### src/hdl/lzd_fifo.sv
// Small register queue with occupancy count, used on both sides of the decoder.
// Depends on nothing but its parameters.
`timescale 1ns / 1ps
module lzd_fifo #(
  parameter int unsigned WIDTH = 8,
  parameter int unsigned DEPTH = 4
) (
  input  logic                         clk_i,
  input  logic                         rst_ni,
  input  logic                         push_i,
  input  logic [WIDTH-1:0]             wdata_i,
  output logic                         full_o,
  input  logic                         pop_i,
  output logic [WIDTH-1:0]             rdata_o,
  output logic                         valid_o,
  output logic [$clog2(DEPTH+1)-1:0]   count_o
);
  localparam int unsigned AW = (DEPTH > 1) ? $clog2(DEPTH) : 1;
  localparam int unsigned CW = $clog2(DEPTH+1);

  logic [WIDTH-1:0] mem_q [DEPTH];
  logic [AW-1:0]    wr_ptr_q, wr_ptr_d, rd_ptr_q, rd_ptr_d;
  logic [CW-1:0]    count_q, count_d;
  logic             do_push, do_pop;

  assign full_o  = (count_q == CW'(DEPTH));
  assign valid_o = (count_q != '0);
  assign count_o = count_q;
  assign rdata_o = mem_q[rd_ptr_q];
  assign do_push = push_i && !full_o;
  assign do_pop  = pop_i && valid_o;

  always_comb begin
    wr_ptr_d = wr_ptr_q;
    rd_ptr_d = rd_ptr_q;
    count_d  = count_q;
    if (do_push) begin
      wr_ptr_d = (wr_ptr_q == AW'(DEPTH-1)) ? '0 : wr_ptr_q + AW'(1);
    end
    if (do_pop) begin
      rd_ptr_d = (rd_ptr_q == AW'(DEPTH-1)) ? '0 : rd_ptr_q + AW'(1);
    end
    if (do_push && !do_pop) begin
      count_d = count_q + CW'(1);
    end else if (do_pop && !do_push) begin
      count_d = count_q - CW'(1);
    end
  end

  always_ff @(posedge clk_i or negedge rst_ni) begin
    if (!rst_ni) begin
      wr_ptr_q <= '0;
      rd_ptr_q <= '0;
      count_q  <= '0;
    end else begin
      wr_ptr_q <= wr_ptr_d;
      rd_ptr_q <= rd_ptr_d;
      count_q  <= count_d;
    end
  end

  always_ff @(posedge clk_i) begin
    if (do_push) begin
      mem_q[wr_ptr_q] <= wdata_i;
    end
  end

endmodule

### config.mk
export PLATFORM = sky130hd
export DESIGN_NAME = lzd_fifo
export DESIGN_NICKNAME = d
export VERILOG_FILES = /design/src/hdl/lzd_fifo.sv
export SDC_FILE = /design/constraint.sdc
export NUM_CORES = 1
export LEC_CHECK = 0
export ABC_AREA = 0
export BUFFER_PORTS_ARGS = -buffer_cell sky130_fd_sc_hd__clkbuf_2
export CAP_MARGIN = 20
export CORE_MARGIN = 2
export CORE_UTILIZATION = 40
export DETAILED_ROUTE_END_ITERATION = 10
export SYNTH_ARGS = -nofsm -noshare
export SYNTH_HDL_FRONTEND = slang
export SYNTH_SLANG_ARGS = --single-unit
### constraint.sdc
create_clock -name clk_i -period 2 [get_ports clk_i]
set_input_delay 0.1 -clock clk_i [delete_from_list [all_inputs] [get_ports clk_i]]
set_output_delay 0.1 -clock clk_i [all_outputs]
set_load 0.05 [all_outputs]
[Yosys cells after proc, flatten, opt, wreduce, memory -nomap -nowiden]
Memory sizes are Yosys's and may differ from the RTL's.
Index checks and enable logic that the tools add are counted.
Word-level totals
  bits in registers: 7
  RAM bits: 32
  bits of input ports: 12
  output and inout port bits: 13
  word-level logic and storage cells: 26
  memories kept: 1
Memory list
  mem_q: words 4, bits a word 8, rd ports 1, clocked after memory_dff 0, write ports 1, RTL line 21  | logic [WIDTH-1:0] mem_q [DEPTH];
Operators by class
  add/sub/neg operators: 4
  eq/ne operators: 3
  muxes and demuxes: 6
  reductions and logical operators: 9
Operators with widths (number)
  $mux W3: 2
  $add A2 B1 Y2 const B: 2
  $eq A2 B2 Y1 const B: 2
  $logic_and A1 B1 Y1: 4
  $mux W2: 2
  $add A3 B1 Y3 const B: 1
  $eq A3 B3 Y1 const B: 1
  $logic_not A1 Y1: 3
  $reduce_bool A3 Y1: 1
  $sub A3 B1 Y3 const B: 1
  $mux W1: 2
  $reduce_bool A2 Y1: 1

[Logic depth before layout (Yosys ltp)]
  depth after elaboration: 7
  gate-level depth with buffers: 9
  gate-level depth less buffers: 8

[Worst setup path after synthesis]
Ideal clock, no wire load.
  kind: reg2reg
  start point: register count_q[2] (netlist: count_o[2])
  end point: register count_q[1] (netlist: count_o[1])
  library setup time: 0.125 ns
  arrival: 2.419 ns
  data required time: 1.875 ns
  setup slack: -0.544 ns
  stages on the path, launching flop included: 8
  buffers on the path: 1
  clock period less this slack: 2.544 ns
  cells stage by stage: dfrtp_1 nor3b_4 nor2b_2 buf_6 ha_1 inv_1 fa_1 mux2_2
On the way
  elaborated cells on any way between the ends: 11
  classes of those cells: eq/ne: 1; mux: 1; reduce/logical: 9
RTL lines
  start: declaration: RTL line 23  | logic [CW-1:0] count_q, count_d;
  start signal: assignment: RTL line 58  | count_q <= count_d;
  $eq A3 B3 Y1: RTL line 26  | assign full_o = (count_q == CW'(DEPTH));
  named net full_o: RTL line 12  | output logic full_o,
  $logic_not A1 Y1: RTL line 30  | assign do_push = push_i && !full_o;
  $logic_and A1 B1 Y1: RTL line 30
  named net do_push: RTL line 24  | logic do_push, do_pop;
  $logic_and A1 B1 Y1: RTL line 43  | if (do_push && !do_pop) begin
  $mux W3: RTL line 43
  named net count_d[1]: RTL line 23
The timed path passes the listed nets, and every way through them passes these cells.
A chain may end at the register's enable or synchronous reset.

[Final worst setup path]
  start point: register count_q[1] (netlist: count_o[1])
  end point: register count_q[1] (netlist: count_o[1])
On the way
  elaborated cells on any way between the ends: 14
  classes of those cells: add/sub: 2; eq/ne: 1; mux: 2; reduce/logical: 9
RTL lines (RTL line)
  branches (longest 4 deep; another with $sub A3 B1 Y3)
  $mux W3 (*): 43
  named net count_d[1]: 23
Mark *: on every way through the listed nets, which the timed path passes. The select of a mux whose other input is x is not followed.

==> run_results.csv <==
group,metric,value,unit
finish,drive_gt1_share,55.26,%
clock_tree,clk_latency,0.28,ns
yosys,ys_ff_latch,39,
finish,design_area,1947,um2
clock_tree,cts_tree,"done",
yosys,postSynthAreaPerCell,20.65,um2
setup_path,crit_slowest_cell,"fa_2",
floorplanning,die_w,67.87,um
setup_path,startpoint_type,"flip-flop",
grt,grt_pass1_vias,780,
yosys,synth_edf_count,32,
sta,setup_viol,0,
sta,slew_headroom,70.89,%
setup_path,path_buf_inv,2,
yosys,synth_area_leaders,"edfxtp_1 59%, mux4_2 11%, dfrtp_1 11%",
floorplanning,core.rowCount,23,
yosys,synth_common_cells,"32 x edfxtp_1, 8 x mux4_2, 7 x dfrtp_1, 6 x ha_1",
setup_path,cp_data_arrival_time,2.06,ns
place,place_congestion,0.6815,
yosys,synthCells,79,
clock_tree,cts.sinks,39,
grt,grt_max_degree,12,
floorplanning,die-area,4606,um2
drt,drt-wirelength-per-cell,14.96,um
sta,period_needed,1.897,ns
sta,drv_slew,0,
place,place_hpwl,1718,um
drt,vias,774,
floorplanning,start_util,41.08,%
clock_tree,clk_pin_slew,0.07,ns
grt,antenna_found_initial,0,
setup_path,crit_type,"reg -> reg",
flow_run,maxCapViolations,0,
sta,skew,0.001310,ns
drt,drc_errors,0,
yosys,synthDistinctLibCells,19,
clock_tree,h-tree-depth,2,
setup_path,end_kind,"flip-flop",
status,status,"complete, no violations",
yosys,synth_top_cell_by_area,"edfxtp_1",
setup_path,worstPathMaxFanout,4,
grt,grt_pass1_wl,3788,um
finish,diodes,0,
grt,grt_overflow,0,
min_path,hold_class,"in -> reg",
yosys,synthXorXnorAreaFrac,1.610,%
yosys,synth_top_family_by_area,"multiplexers",
yosys,yosysSeqAreaShare,69.63,%
clock_tree,cts_root_buffer,"clkbuf_8",
floorplanning,core_area,3971,um2
setup_path,slowest_delay,0.42,ns
sta,final-hold-violation-count,0,
sta,fmax,0.5272,GHz
yosys,yosys.area_share.simple,5.598,%
setup_path,path_delay_family,"adder cells",
finish,final_nets,132,
setup_path,crit_chain,"buf_4 > nor3b_4 > nor2b_2 > ha_4 > inv_2 > fa_2 > mux2_4",
yosys,synth.top_cell.area_share,58.90,%
floorplanning,num_io_pins,25,
drt,wirelength,2453,um
sta,worst_slew_pin_slew,0.4366,ns
sta,tns,0,ns
clock_tree,cts_max_path_buffers,2,
place,numPortBuffers,24,
drt,ant_nets,0,
grt,grt_use_total,12.25,%
clock_tree,numCtsBuffers,5,
drt,first_pass_iters,3,
sta,post-route-period-util,94.84,%
yosys,synthAdderAreaFrac,5.828,%
yosys,syn-num-nets,98,
yosys,synth_compound_area_share,0,%
yosys,synthFlopType,"edfxtp_1",
yosys,yosysMostFrequentCell,"edfxtp_1",
drt,vias_per_cell,4.720,
yosys,yosys_warnings,0,
yosys,synthMuxAreaShare,15.41,%
setup_path,crit_required,2.16,ns
yosys,syn_area,1632,um2
sta,rsz0062_at_grt,"false",
finish,syn2layout_area_growth,19.33,%
drt,first_iter_violations,17,
place,placed_cell_area,1844,um2
yosys,synthArstFlopShare,17.95,%
finish,fill_cells,347,
floorplanning,fp.dieH,67.87,um
repair_timing:
| action | CTS | global route |
|---|---|---|
| pin swaps | 3 | 5 |
| hold endpoints to repair | 7 | 0 |
| hold buffers | 1 | 0 |
| gates resized for setup | 2 | 0 |
| buffers inserted | 1 | 0 |
| endpoints found under the setup margin | 3 | 1 |
area by class of cell:
class | instances | area (um2) | share of cell area [%]
multi-input combinational | 34 | 483.0 | 24.81
timing repair buffer | 30 | 167.7 | 8.612
sequential | 39 | 1141 | 58.61
inverter | 3 | 11.26 | 0.5784
clock inverter | 1 | 5.005 | 0.2571
tap | 50 | 62.56 | 3.213
clock buffer | 7 | 76.32 | 3.920
sequential cells by signal (all words and copies together), names as in the netlist:
register,count
count_o,3
wr_ptr_q,2
mem_q,32
rd_ptr_q,2
cells by family (layout without fill, tap and decap cells):
group	count (synthesis)	count (layout)
DFF	39	39
and+or+nand+nor	11	11
xor gates and xnor gates	3	3
muxes	13	13
adders and majority gates	7	7
buffers and inverters	6	41
routing by layer:
metal	wire [um]	GRT usage, %	vias to the layer above
li1	-	-	367
met1	1120	16.72	386
met2	1176	17.77	16
met3	123	4.441	5
met4	33	5.250	0
met5	0	0	-
layout by cell type (no fill, tap or decap), types with 2 or more instances in the layout:
| cell | instances |
|---|---|
| dfrtp_2 | 4 |
| dfrtp_1 | 3 |
| edfxtp_1 | 32 |
| clkbuf_1 | 2 |
| mux2_4 | 5 |
| clkbuf_2 | 24 |
| clkbuf_8 | 5 |
| mux4_2 | 8 |
| buf_4 | 5 |
| nor2_1 | 3 |
| inv_1 | 2 |
| ha_1 | 5 |
| xor2_1 | 2 |
| and2_2 | 4 |
per-stage QoR:
stage	utilization, %	hold WS [ns]	std cells	setup slack, ns
after CTS	49.02	0.02816	164	0.05038
after floorplan	-	-0.1956	79	-0.3136
after global placement	46.44	-0.05174	154	0.05266
after detailed placement	46.44	-0.04544	154	-0.007024
final	49.02	0.03238	164	0.1031
after global routing	49.02	0.01943	164	0.02451
path summary, 6_finish.rpt:
check / start / endpoint / slack, ns / depth (start not counted)
worst min-delay path: wdata_i[1] / mem_q[2][1] / 0.03 / 1
worst max-delay path: count_o[1] / count_o[1] / 0.10 / 7
worst max register to register: count_o[1] / count_o[1] / 0.10 / 7
min in group asynchronous: rst_ni / rd_ptr_q[1] / 0.19 / 2
max in group asynchronous: rst_ni / count_o[0] / 1.62 / 2
worst min register to register: count_o[2] / count_o[2] / 0.50 / 1
Power is left out: the tool's default activity adds up to more than one toggle a clock period on the data nets, which glitch-free logic cannot reach.
